## config.mk

```make
export PLATFORM = sky130hd
export DESIGN_NAME = crg_vec
export DESIGN_NICKNAME = d
export VERILOG_FILES = /design/src/crg_pkg.sv /design/src/crg_vec.sv
export SDC_FILE = /design/constraint.sdc
export NUM_CORES = 2
export LEC_CHECK = 0
export CAP_MARGIN = 15
export CORE_MARGIN = 5
export CORE_UTILIZATION = 60
export CTS_CLUSTER_DIAMETER = 100
export DETAILED_ROUTE_END_ITERATION = 8
export DONT_BUFFER_PORTS = 1
export GPL_TIMING_DRIVEN = 1
export MAX_ROUTING_LAYER = met4
export PLACE_DENSITY_LB_ADDON = 0.3
export SYNTH_ARGS = -nofsm -noshare
export SYNTH_HDL_FRONTEND = slang
export SYNTH_SLANG_ARGS = --single-unit
```

## constraint.sdc

```tcl
create_clock -name clk -period 6.9 [get_ports clk]
set_input_delay 1.38 -clock clk [delete_from_list [all_inputs] [get_ports clk]]
set_output_delay 1.38 -clock clk [all_outputs]
set_load 0.01 [all_outputs]
```

## src/crg_pkg.sv

```systemverilog
// Shared constants and types for the primary ray generator.
package crg_pkg;

	localparam int FRAC_BITS  = 16;
	localparam int COEF_W     = FRAC_BITS + 2;
	localparam int DIM_W      = 13;
	localparam int PIX_W      = 12;
	localparam int MAX_DIM    = 4096;
	localparam int VEC_W      = 15;
	localparam int MAG_W      = 13;
	localparam int SQ_W       = 28;
	localparam int NORM_FRAC  = 16;
	localparam int SQRT_SHIFT = 2 * NORM_FRAC;
	localparam int ROOT_W     = SQ_W / 2 + NORM_FRAC;
	localparam int REM_W      = ROOT_W + 2;
	localparam int DIV_SHIFT  = FRAC_BITS + NORM_FRAC;
	localparam int NUM_W      = MAG_W + DIV_SHIFT + 1;
	localparam int Q_W        = FRAC_BITS + 2;
	localparam int ACC_W      = 2 * COEF_W + 2;
	localparam int SH_W       = ACC_W - FRAC_BITS;
	localparam int CFG_W      = 3 * COEF_W;
	localparam int CFG_IDX_W  = 3;
	localparam int IN_DATA_W  = 24;
	localparam int OUT_DATA_W = 56;

	localparam logic [COEF_W-1:0] ONE_COEF = COEF_W'(1 << FRAC_BITS);

	localparam logic [CFG_IDX_W-1:0] REG_IMAGE_WIDTH  = 3'd0;
	localparam logic [CFG_IDX_W-1:0] REG_IMAGE_HEIGHT = 3'd1;
	localparam logic [CFG_IDX_W-1:0] REG_ROT_FIRST    = 3'd2;
	localparam logic [CFG_IDX_W-1:0] REG_ROT_SECOND   = 3'd3;
	localparam logic [CFG_IDX_W-1:0] REG_ROT_THIRD    = 3'd4;

	typedef logic [VEC_W-1:0] vec_t;
	typedef vec_t [2:0] vec3_t;
	typedef logic [Q_W-1:0] quo_t;
	typedef logic signed [COEF_W-1:0] coef_t;
	typedef logic [CFG_W-1:0] row_t;

endpackage

```

## src/crg_vec.sv

```systemverilog
// Pixel to integer direction vector and its squared length.
module crg_vec import crg_pkg::*; (
	input  logic             clk,
	input  logic             arst_n,
	input  logic             en,
	input  logic             in_valid,
	input  logic [PIX_W-1:0] pixel_col,
	input  logic [PIX_W-1:0] pixel_row,
	input  logic [DIM_W-1:0] width,
	input  logic [DIM_W-1:0] height,
	output logic             out_valid,
	output vec3_t            out_vec,
	output logic [SQ_W-1:0]  out_sumsq
);

	logic [DIM_W-1:0] w_clip, h_clip;
	vec3_t vec_c;
	logic v_s1, v_s2, v_s3;
	vec3_t vec_s1, vec_s2, vec_s3;
	logic [SQ_W-1:0] sq_s2 [3];
	logic [SQ_W-1:0] sum_s3;

	always_comb begin
		w_clip = (width > DIM_W'(MAX_DIM)) ? DIM_W'(MAX_DIM) : width;
		h_clip = (height > DIM_W'(MAX_DIM)) ? DIM_W'(MAX_DIM) : height;
		vec_c[0] = VEC_W'({pixel_col, 1'b1}) - VEC_W'(w_clip);
		vec_c[1] = VEC_W'(h_clip) - VEC_W'({pixel_row, 1'b1});
		vec_c[2] = '0 - VEC_W'(h_clip);
	end

	always_ff @(posedge clk or negedge arst_n) begin
		if (!arst_n) begin
			v_s1 <= 1'b0;
			v_s2 <= 1'b0;
			v_s3 <= 1'b0;
		end else if (en) begin
			v_s1 <= in_valid;
			v_s2 <= v_s1;
			v_s3 <= v_s2;
		end
	end

	always_ff @(posedge clk) begin
		if (en) begin
			vec_s1 <= vec_c;
			vec_s2 <= vec_s1;
			vec_s3 <= vec_s2;
			for (int j = 0; j < 3; j++) begin
				sq_s2[j] <= SQ_W'($signed(vec_s1[j]) * $signed(vec_s1[j]));
			end
			sum_s3 <= sq_s2[0] + sq_s2[1] + sq_s2[2];
		end
	end

	assign out_valid = v_s3;
	assign out_vec   = vec_s3;
	assign out_sumsq = sum_s3;

endmodule

```

# Word level (Yosys, flattened, before mapping)
# Memory sizes are Yosys's and may differ from the RTL's.
# Cells that the tools add are included.
# word_totals
ff_bits	157
ramBits	84
input_bits	54
out_inout_bits	74
word_cells	28
mem_count	1
# mem_list
memory	words	word_bits	rd	rd_clocked_by_memory_dff	write_ports	line_no	text
sq_s2	3	28	3	0	3	crg_vec.sv:20	logic [SQ_W-1:0] sq_s2 [3];
# classes
add_sub_neg	5
multipliers	3
order_cmp	2
mux	4
# op_table
cell	n
$mul A14 B14 Y28	3
$add A28 B28 Y28	2
$sub A13 B13 Y14	2
$gt A13 B13 Y1 const B	2
$mux W13	2
$sub A1 B13 Y14 const A	1
$mux W1	2

# Longest topological paths before layout
# logic_depth
ltp_word	3
mapped_depth	24
depth_no_buf	23

# Worst setup path after synthesis
# No wires, ideal clock.
# synth_timing
path_type	reg2reg
start	register vec_s1[34] (netlist name)
end	memory sq_s2[2][24] (netlist: sq_s2[0][80]) (data pin)
setup_time_ns	0.259
arrival_ns	5.820
required_ns	6.641
setup_slack_ns	0.821
stages_incl_launch_ff	23
n_path_buf	1
period_less_slack_ns	6.079
cell_sequence	edfxtp_1 clkbuf_1 nand2_1 fa_1 inv_1 fa_1 fa_1 inv_1 fa_1 inv_1 fa_1 inv_1 fa_1 inv_1 ha_1 a2111oi_0 o21ai_0 a22oi_1 o21ai_1 o41ai_4 o2111ai_1 a21oi_1 xnor2_1
# synth_lines
element	line_no	text
from (decl)	crg_vec.sv:19	vec3_t vec_s1, vec_s2, vec_s3;
from (signal assigned)	crg_vec.sv:45	vec_s1 <= vec_c;
to (decl)	crg_vec.sv:20	

==> impl_metrics.yaml <==
global_route:
  antenna_found_initial: 1
  track_usage_pct: 23.9
  grt_max_degree: 236
  grt_first_pass_wirelength_um: 105000
  grt-ovfl-total: 0
  first_global_vias: 21300
logic_synthesis:
  synth.most_common_cell: "inv_1"
  synth_mux_area_share_pct: 0.353
  postSynthAreaPerCell_um2: 10.6
  seq_area_frac_synth_pct: 23.1
  syn_inst: 2880
  yosysWarnings: 0
  synth_top_family_by_area: "adder cells"
  synth_ff_type: "edfxtp_1"
  synth_xor_area_share_pct: 4.79
  synth-compound-area-share_pct: 5.95
  ys_ff_latch: 235
  synthArstFlopShare_pct: 1.28
  synth_edf_count: 232
  synth_commonest_cells: "732 x inv_1, 554 x fa_1, 247 x ha_1"
  synthAdderAreaFrac_pct: 46.5
  netlist.area_leader.share_pct: 36.3
  synth_top_cell_by_area: "fa_1"
  yosysUniqueCellTypes: 67
  synth.area.top_cells: "fa_1 36%, edfxtp_1 23%, ha_1 10%"
  synth-simple-area-share_pct: 9.66
  syn_area_um2: 30500
sta:
  clock_skew_ns: 0.0248
  max-slew-margin-rel_pct: 54.2
  setup_tns_ns: 0
  timing.fmax_ghz: 0.152
  fin_crit_sh_pct: 95.3
  finalMaxSlewViolations: 0
  finalHoldViolations: 0
  tightestPinTransition_ns: 0.687
  final-setup-viol-count: 0
  grt_setup_unrepaired: "no"
  fin_crit_ns: 6.58
setup_path:
  arrival_ns: 6.93
  critical_path_class: "reg -> reg"
  crit_path_end_kind: "register"
  cp-start-kind: "register"
  worst-path-max-fanout: 14
  cp.required_ns: 7.25
placed_design:
  place_inst: 3532
  dpl.hpwl_um: 51900
  gp_congestion: 0.930
  portBuffers: 0
route:
  firstDrtPassIters: 5
  viasPerCell: 5.44
  drc: 0
  wl_per_cell_um: 17.5
  drt_iter0_drc: 1272
  wirelength_um: 62700
  vias: 19500
  drtAntennaViolNets: 0
cts:
  cts_sinks: 235
  cts_setup_buffers: 0
  clockBufferDepth: 3
  cts_resized: 0
  cts_htree_levels: 1
  cts_hold_buf: 0
  path_clk_slew_ns: 0.06
  clk_latency_ns: 0.59
  cts_inserted_buffers: 28
  cts_tree: "yes"
  ctsRootBufferMaster: "clkbuf_16"
finish:
  syn2layout_area_growth_pct: 5.77
  stdcell_count: 3583
  n_antenna_cell: 0
  nNetsFinal: 3745
  drive_gt1_share_pct: 3.54
floorplanning:
  row_count: 82
  initial_core_util_pct: 60.7
  die_area_um2: 55500
  chipWidth_um: 236
  die_y_um: 236
  core_um2: 50300
  ios: 128
hold_path:
  hold_class: "reg -> reg"
flow_run:
  drv_cap: 0
outcome:
  outcome: "finished, final reports clean"
layer usage:
layer | up-vias | part of all wire (%) | global-route usage, %
met4 | 0 | 3.0 | 7.34
li1 | 8925 | - | -
met3 | 132 | 5.6 | 3.42
met2 | 545 | 51 | 39.6
met5 | - | 0 | -
met1 | 9894 | 41 | 31.1
worst max-delay path: stages, from the launching register on:
cell      delay, ns
edfxtp_1       0.69
inv_1          0.26
nor2_1         0.24
inv_1          0.09
fa_1           0.48
inv_1          0.05
fa_1           0.55
inv_1          0.05
fa_1           0.47
inv_1          0.05
fa_1           0.46
fa_1           0.49
inv_1          0.05
fa_1           0.50
inv_1          0.04
ha_1           0.20
nor2_1         0.16
nand2_1        0.09
a311oi_2       0.34
o31ai_1        0.19
or4_1          0.45
a31o_1         0.24
a21oi_2        0.14
xnor2_1        0.07
cells in the final DEF (no fill, tap or decap), types with 7 or more instances in the layout:
cell / synthesis / final
inv_1: 732 / 732
fa_1: 554 / 554
ha_1: 247 / 247
edfxtp_1: 232 / 232
nand2_1: 197 / 197
and2_1: 127 / 127
xnor2_1: 125 / 125
nor2_1: 120 / 120
a21oi_1: 84 / 84
o21ai_0: 49 / 49
nor2b_1: 49 / 49
xor2_1: 42 / 42
nor3_1: 32 / 32
a21o_1: 30 / 30
buf_4: 3 / 30
clkbuf_16: 0 / 28
nand3_1: 22 / 22
a211oi_1: 15 / 15
nand2b_1: 15 / 15
o21bai_1: 15 / 15
and3_1: 9 / 9
or2_2: 9 / 9
o21a_1: 8 / 8
a31o_2: 8 / 8
a21boi_0: 7 / 7
cell families after synthesis:
group	after synthesis
xor+xnor	167
compound gates	275
simple gates	605
mux	10
buf+inv	786
other cells	1
flops	235
fa+ha+maj	801
sequential cells by signal, indices dropped and copies added, names as in the netlist:
signal,flops
v_s1,1
out_valid,1
vec_s1,42
out_sumsq,28
out_vec,42
v_s2,1
vec_s2,42
sq_s2,78
final cells by class:
| cell class | instances | area (um2) |
|---|---|---|
| multi-input combinational | 1863 | 20500 |
| fill | 3935 | 18000 |
| sequential | 235 | 7040 |
| inverter | 732 | 2750 |
| tap | 672 | 841 |
| clock buffer | 33 | 719 |
| timing repair buffer | 30 | 225 |
| clock inverter | 18 | 174 |
through the flow:
stage	hold slack (ns)	setup slack [ns]	utilization [%]	instance area [um2]
global placement	0.401	0.545	62.4	31400
detailed placement	0.405	0.392	62.4	31400
floorplan	0.400	0.821	-	30500
global route	0.413	0.0120	64.2	32300
CTS	0.414	0.398	64.2	32300
finish	0.413	0.323	64.2	32300
path summary, 6_finish.rpt:
| check | startpoint | cells after the start | end | slack, ns |
|---|---|---|---|---|
| worst max register to register | vec_s1[36] | 23 | sq_s2[0][81] | 0.32 |
| worst max-delay path | vec_s1[36] | 23 | sq_s2[0][81] | 0.32 |
| max in group asynchronous | arst_n | 0 | v_s1 | 6.36 |
| min in group asynchronous | arst_n | 0 | out_valid | 0.48 |
| worst min-delay path | vec_s2[7] | 0 | out_vec[7] | 0.41 |
| worst min register to register | vec_s2[7] | 0 | out_vec[7] | 0.41 |
Power is not shown: default switching activity piles up to over one toggle a cycle in this logic, so the estimate is an artifact.
