`config.mk`:
```
export PLATFORM = sky130hd
export DESIGN_NAME = crg_sqrt
export DESIGN_NICKNAME = d
export VERILOG_FILES = /design/src/crg_pkg.sv /design/src/crg_sqrt.sv
export SDC_FILE = /design/constraint.sdc
export NUM_CORES = 2
export LEC_CHECK = 0
export ABC_CLOCK_PERIOD_IN_PS = 9300
export BUFFER_PORTS_ARGS = -buffer_cell sky130_fd_sc_hd__buf_4
export CAP_MARGIN = 25
export CORE_UTILIZATION = 25
export CTS_CLUSTER_SIZE = 24
export DETAILED_ROUTE_END_ITERATION = 6
export HOLD_SLACK_MARGIN = 0.12
export PLACE_DENSITY = 0.42
export SETUP_SLACK_MARGIN = 0.02
export SYNTH_ARGS = -nofsm -noshare
export SYNTH_HDL_FRONTEND = slang
export SYNTH_SLANG_ARGS = --single-unit
```
`constraint.sdc`:
```
create_clock -name clk -period 9.3 [get_ports clk]
set_input_delay 0.93 -clock clk [delete_from_list [all_inputs] [get_ports clk]]
set_output_delay 0.93 -clock clk [all_outputs]
set_load 0.05 [all_outputs]
```
`src/crg_pkg.sv`:
```
// Shared constants and types for the primary ray generator.
package crg_pkg;

	localparam int FRAC_BITS  = 16;
	localparam int COEF_W     = FRAC_BITS + 2;
	localparam int DIM_W      = 13;
	localparam int PIX_W      = 12;
	localparam int MAX_DIM    = 4096;
	localparam int VEC_W      = 15;
	localparam int MAG_W      = 13;
	localparam int SQ_W       = 28;
	localparam int NORM_FRAC  = 16;
	localparam int SQRT_SHIFT = 2 * NORM_FRAC;
	localparam int ROOT_W     = SQ_W / 2 + NORM_FRAC;
	localparam int REM_W      = ROOT_W + 2;
	localparam int DIV_SHIFT  = FRAC_BITS + NORM_FRAC;
	localparam int NUM_W      = MAG_W + DIV_SHIFT + 1;
	localparam int Q_W        = FRAC_BITS + 2;
	localparam int ACC_W      = 2 * COEF_W + 2;
	localparam int SH_W       = ACC_W - FRAC_BITS;
	localparam int CFG_W      = 3 * COEF_W;
	localparam int CFG_IDX_W  = 3;
	localparam int IN_DATA_W  = 24;
	localparam int OUT_DATA_W = 56;

	localparam logic [COEF_W-1:0] ONE_COEF = COEF_W'(1 << FRAC_BITS);

	localparam logic [CFG_IDX_W-1:0] REG_IMAGE_WIDTH  = 3'd0;
	localparam logic [CFG_IDX_W-1:0] REG_IMAGE_HEIGHT = 3'd1;
	localparam logic [CFG_IDX_W-1:0] REG_ROT_FIRST    = 3'd2;
	localparam logic [CFG_IDX_W-1:0] REG_ROT_SECOND   = 3'd3;
	localparam logic [CFG_IDX_W-1:0] REG_ROT_THIRD    = 3'd4;

	typedef logic [VEC_W-1:0] vec_t;
	typedef vec_t [2:0] vec3_t;
	typedef logic [Q_W-1:0] quo_t;
	typedef logic signed [COEF_W-1:0] coef_t;
	typedef logic [CFG_W-1:0] row_t;

endpackage

```
`src/crg_sqrt.sv`:
```
// Pipelined digit-by-digit square root, one result bit per stage.
module crg_sqrt import crg_pkg::*; (
	input  logic              clk,
	input  logic              arst_n,
	input  logic              en,
	input  logic              in_valid,
	input  vec3_t             in_vec,
	input  logic [SQ_W-1:0]   in_sumsq,
	output logic              out_valid,
	output vec3_t             out_vec,
	output logic [ROOT_W-1:0] out_norm
);

	localparam int TRIAL_W = REM_W + 2;

	logic              v_s    [ROOT_W];
	logic [REM_W-1:0]  rem_s  [ROOT_W];
	logic [ROOT_W-1:0] root_s [ROOT_W];
	logic [SQ_W-1:0]   sq_s   [ROOT_W];
	vec3_t             vec_s  [ROOT_W];

	for (genvar k = 0; k < ROOT_W; k++) begin : g_stage
		localparam int PI = ROOT_W - 1 - k;
		logic              v_in;
		logic [REM_W-1:0]  rem_in;
		logic [ROOT_W-1:0] root_in;
		logic [SQ_W-1:0]   sq_in;
		vec3_t             vec_in;
		logic [1:0]        pair;
		logic [TRIAL_W-1:0] rem_t, trial;
		logic ge;

		if (k == 0) begin : g_first
			assign v_in    = in_valid;
			assign rem_in  = '0;
			assign root_in = '0;
			assign sq_in   = in_sumsq;
			assign vec_in  = in_vec;
		end else begin : g_next
			assign v_in    = v_s[k-1];
			assign rem_in  = rem_s[k-1];
			assign root_in = root_s[k-1];
			assign sq_in   = sq_s[k-1];
			assign vec_in  = vec_s[k-1];
		end

		// radicand is sumsq shifted up; its low pairs are zero
		if (PI >= SQRT_SHIFT / 2) begin : g_pair
			assign pair = sq_in[2*(PI-SQRT_SHIFT/2) +: 2];
		end else begin : g_zero
			assign pair = 2'b00;
		end

		assign rem_t = {rem_in, pair};
		assign trial = TRIAL_W'({root_in, 2'b01});
		assign ge    = (rem_t >= trial);

		always_ff @(posedge clk or negedge arst_n) begin
			if (!arst_n) begin
				v_s[k] <= 1'b0;
			end else if (en) begin
				v_s[k] <= v_in;
			end
		end

		always_ff @(posedge clk) begin
			if (en) begin
				rem_s[k]  <= ge ? REM_W'(rem_t - trial) : REM_W'(rem_t);
				root_s[k] <= {root_in[ROOT_W-2:0], ge};
				sq_s[k]   <= sq_in;
				vec_s[k]  <= vec_in;
			end
		end
	end

	assign out_valid = v_s[ROOT_W-1];
	assign out_vec   = vec_s[ROOT_W-1];
	assign out_norm  = root_s[ROOT_W-1];

endmodule

```
After elaboration in Yosys (flattened, before gate mapping)
Memories as Yosys holds them, arrays and structs flattened.
Index checks and enable logic that the tools add are counted.
{ "op_classes": {"n_lt_le_gt_ge": 30, "addsub": 30, "muxes": 32} }
{ "op_table": {"columns": ["operator", "n"], "rows": [
  ["greater-or-equal comparator 34 x 32 -> 1 bit", 29],
  ["two-way mux 32 bit", 30],
  ["subtractor 32 bit", 29],
  ["subtractor 2 x 1 -> 3 bit, second input constant", 1],
  ["greater-or-equal comparator 2 x 1 -> 1 bit, second input constant", 1],
  ["two-way mux 1 bit", 2]
]} }
{ "totals": {"output_inout_bits": 76, "ram_bits": 4050, "in_bits": 77, "register_bits": 30, "wordCells": 126, "mem_count": 4} }
{ "mem_list": {"columns": ["memory", "words", "width", "read_ports", "rd_clocked_by_memory_dff", "write_ports", "line_no", "rtl"], "rows": [
  ["vec_s", 30, 45, 30, 0, 30, "crg_sqrt.sv:20", "vec3_t vec_s [ROOT_W];"],
  ["rem_s", 30, 32, 29, 0, 30, "crg_sqrt.sv:17", "logic [REM_W-1:0] rem_s [ROOT_W];"],
  ["root_s", 30, 30, 30, 0, 30, "crg_sqrt.sv:18", "logic [ROOT_W-1:0] root_s [ROOT_W];"],
  ["sq_s", 30, 28, 29, 0, 30, "crg_sqrt.sv:19", "logic [SQ_W-1:0] sq_s [ROOT_W];"]
]} }

Depth between registers and ports, before layout
An unclocked memory read counts as a cell.
{ "depth": {"ltp_word": 3, "ltp_mapped": 17, "ltp_nobuf": 16} }

Worst setup path before layout
Ideal clock, no wire load.
{ "synth_path": {"path_type": "register to register", "from": "memory rem_s[5][33] (netlist bit)", "to": "memory rem_s[5][92] (netlist bit), data pin", "slack_ns": 5.637, "t_arrival_ns": 3.383, "path_stages_with_launch": 16, "path_buffers": 1, "setup_ns": 0.279, "path_cell_list": "edfxtp_1 inv_1 ha_1 inv_1 fa_1 nor2b_1 o21a_1 o211ai_1 a311oi_1 a21oi_1 o211ai_1 a21oi_1 or2_2 clkbuf_1 a2111oi_0 xor2_1"} }
{ "synth_lines": {"columns": ["item", "line_no"], "rows": [
  ["from (decl)", "crg_sqrt.sv:17"]
]} }

==> impl_metrics.py <==
metrics = {
    "outcome": {
        "status": "finished, final reports clean",
    },
    "yosys": {
        "synth_cell_types": 83,
        "synth.most_common_cell": "edfxtp_1",
        "ys_seq_area_frac": 0.719,
        "avgSynthCellArea_sq_um": 14.7,
        "synthFlopType": "edfxtp_1",
        "synth-seq-cells": 2894,
        "synth_area_leaders": "edfxtp_1, ha_1, xnor2_1, xor2_1, inv_1",
        "synth_warnings": 0,
        "synth_area_leader_cell": "edfxtp_1",
        "syn-num-nets": 8751,
        "async_flop_share": 0.0104,
        "mappedNetlistArea_sq_mm": 0.121,
        "synth_top_area_share": 0.712,
        "netlist_top_cells_count": "edfxtp_1, inv_1, nand2_1",
        "synth_cells": 8194,
        "synth_edf_count": 2864,
    },
    "finish": {
        "final-seq-area_sq_mm": 0.0868,
        "area_growth_pct": 17.4,
        "n_fill_cell": 47600,
        "fin_util": 0.296,
        "layout-drive-gt1-share": 0.0982,
        "final_nets": 9274,
        "multi_input_area_sq_mm": 0.0313,
    },
    "cts": {
        "clk_root_buffer_cell": "clkbuf_16",
        "clk_pin_slew_ns": 0.06,
        "numClockSinks": 2894,
        "hold_buffers": 73,
        "cts-buffers-inserted": 349,
        "post_cts_buffers": 0,
        "cts_resized": 0,
        "htreeDepth": 5,
        "clockBufferDepth": 4,
        "cts_tree": "built",
        "clock_latency_ns": 0.93,
    },
    "route": {
        "routed_wl_um": 224000,
        "ant_nets": 0,
        "dr.pass1.iters": 7,
        "viasPerCell": 4.17,
        "drt-initial-drc-count": 3858,
        "drc": 0,
        "wire_per_inst_um": 14.5,
        "vias": 64200,
    },
    "floorplanning": {
        "fp.dieH_um": 697,
        "start_util": 0.252,
        "core_sq_mm": 0.480,
        "rows": 254,
        "fp.dieW_um": 697,
        "ioPinCount": 153,
        "die_area_sq_mm": 0.486,
    },
    "hold_path": {
        "holdPathStages": 2,
        "worstHoldEndpoint": "root_s[0][0]",
        "min-delay-start": "in_sumsq[27]",
        "holdCritPathClass": "in -> reg",
    },
    "sta": {
        "rsz0062_at_grt": "false",
        "final_hold_viol_count": 0,
        "finalClockSkew_ns": 0.0584,
        "max_freq_ghz": 0.190,
        "fin_crit_ns": 5.27,
        "post-route-period-util": 0.566,
        "maxSlewHeadroom": 0.208,
        "worst_slew_pin_slew_ns": 1.19,
        "setup_viol": 0,
        "finalSetupTns_ns": 0,
        "slew_violations": 0,
    },
    "critical_path": {
        "cp-start-kind": "flip-flop",
        "rr_worst_depth": 18,
        "timing.rr.end": "rem_s[4][127]",
        "worstPathArrival_ns": 5.90,
        "end_kind": "flip-flop",
        "critPathKind": "reg -> reg",
        "timing.rr.start": "rem_s[4][65]",
        "crit_required_ns": 9.93,
        "r2r_slack_ns": 4.03,
        "cp_max_fo": 24,
    },
    "power_and_ir_drop": {
        "seqPwrFrac": 0.487,
        "p_int_mw": 25.6,
        "p_sw_frac": 0.259,
        "power_frac_clock": 0.377,
        "power.switching_mw": 8.93,
        "p_comb_frac": 0.136,
        "vdd_drop_max_uv": 124,
        "p_leak_nw": 51.0,
        "power_density_mw_per_mm2": 243,
    },
    "global_route": {
        "globalRouteTotalUtil": 0.0891,
        "grt_pass1_vias": 65500,
        "grt_max_degree": 182,
        "grt_pass1_wl_um": 358000,
        "globalRouteOverflowTotal": 0,
        "antenna_found_initial": 6,
    },
    "placed_design": {
        "gp_congestion": 0.807,
        "hpwlAfterDp_um": 148000,
        "io_buffers": 152,
    },
    "flow_run": {
        "cap_violations": 0,
    },
}
[cells by family after synthesis]
kind of cell,after synthesis,share of synthesized area
adder cells (fa/ha/maj),480,0.0507
other,1,0.0000311
buffers and inverters,723,0.0225
AO/OA/AOI/OAI,1374,0.0704
AND/OR/NAND/NOR,1912,0.0764
multiplexers,130,0.0121
flip-flops,2894,0.719
XOR/XNOR,680,0.0493
[sequential cells by signal, summed over array words and instances (netlist names)]
name	cells
sq_s	182
vec_s	1350
root_s	449
g_stage.v_in	29
out_valid	1
rem_s	883
[area by class of cell]
cell class	instances	area share
Sequential cell	2894	0.612
Multi-Input combinational cell	4577	0.221
Clock buffer	420	0.0644
Tap cell	6400	0.0565
Timing Repair Buffer	283	0.0177
Inverter	612	0.0162
Clock inverter	194	0.0125
Antenna cell	3	0.0000530
[cell usage in the layout, fill, tap and decap left out, types with 27 or more instances in the layout]
cell and instances:
a21o_1 151, a21oi_1 409, a31oi_1 27, and2_1 32
and3_1 35, buf_4 192, clkbuf_1 65, clkbuf_16 355
clkinv_1 78, clkinv_2 47, dfrtp_1 30, dlygate4sd3_1 73
edfxtp_1 2864, ha_1 465, inv_1 610, mux2_2 124
nand2_1 560, nand2b_1 97, nand3_1 97, nand4_1 45
nor2_1 462, nor2b_1 69, nor3_1 184, nor4_1 96
o211ai_1 28, o21a_1 79, o21ai_0 391, o21bai_1 38
o31ai_1 55, or2_2 45, or3_1 87, or4_1 42
xnor2_1 351, xor2_1 329
[worst max path at each step]
stage	startpoint	to	slack (ns)
5_1_grt	rem_s[4][65]	rem_s[4][121]	3.61
2_1_floorplan	rem_s[5][33]	rem_s[5][92]	5.64
3_5_place_dp	rem_s[4][65]	rem_s[4][127]	4.02
4_1_cts	rem_s[4][65]	rem_s[4][127]	3.97
6_report	rem_s[4][65]	rem_s[4][127]	4.03
3_3_place_gp	rem_s[4][65]	rem_s[4][127]	3.91
[through the flow]
| stage | std cells | total power, mW | area (sq um) | worst slack [ns] | hold WS (ns) |
|---|---|---|---|---|---|
| floorplan | 8194 | 20.2 | 121000 | 5.64 | 0.400 |
| global placement | 14700 | 21.6 | 130000 | 3.91 | 0.400 |
| detailed placement | 14700 | 21.8 | 130000 | 4.02 | 0.405 |
| CTS | 15400 | 35.2 | 142000 | 3.97 | 0.149 |
| global route | 15400 | 36.3 | 142000 | 3.61 | 0.205 |
| finish | 15400 | 34.5 | 142000 | 4.03 | 0.273 |
[metal layers]
layer,share of wire,track usage
met5,0,0
met4,0.039,0.0354
met3,0.047,0.0186
met2,0.46,0.148
met1,0.45,0.113
[power groups by stage]
stage	logic, mW	registers, mW	clock network (mW)
floorplan	3.35	16.8	0
global placement	4.55	17.1	0
detailed placement	4.65	17.1	0
CTS	4.71	16.8	13.7
global route	5.25	17.0	14.1
finish	4.68	16.8	13.0
[critical path, stage by stage (launching register included)]
cell and delay (ns):
edfxtp_1 0.44, inv_1 0.15, ha_1 0.19, inv_1 0.06
fa_1 0.39, nor2b_1 0.21, o31a_1 0.20, nor4_1 0.09
o31ai_1 0.43, o22ai_1 0.25, o31ai_1 0.39, a31oi_1 0.20
nor2b_1 0.19, buf_4 0.20, inv_1 0.62, o41ai_1 0.29
clkdlybuf4s15_2 0.30, nor4_1 0.28, xor2_1 0.10
Note: power is estimated with default switching activity, not from simulation.
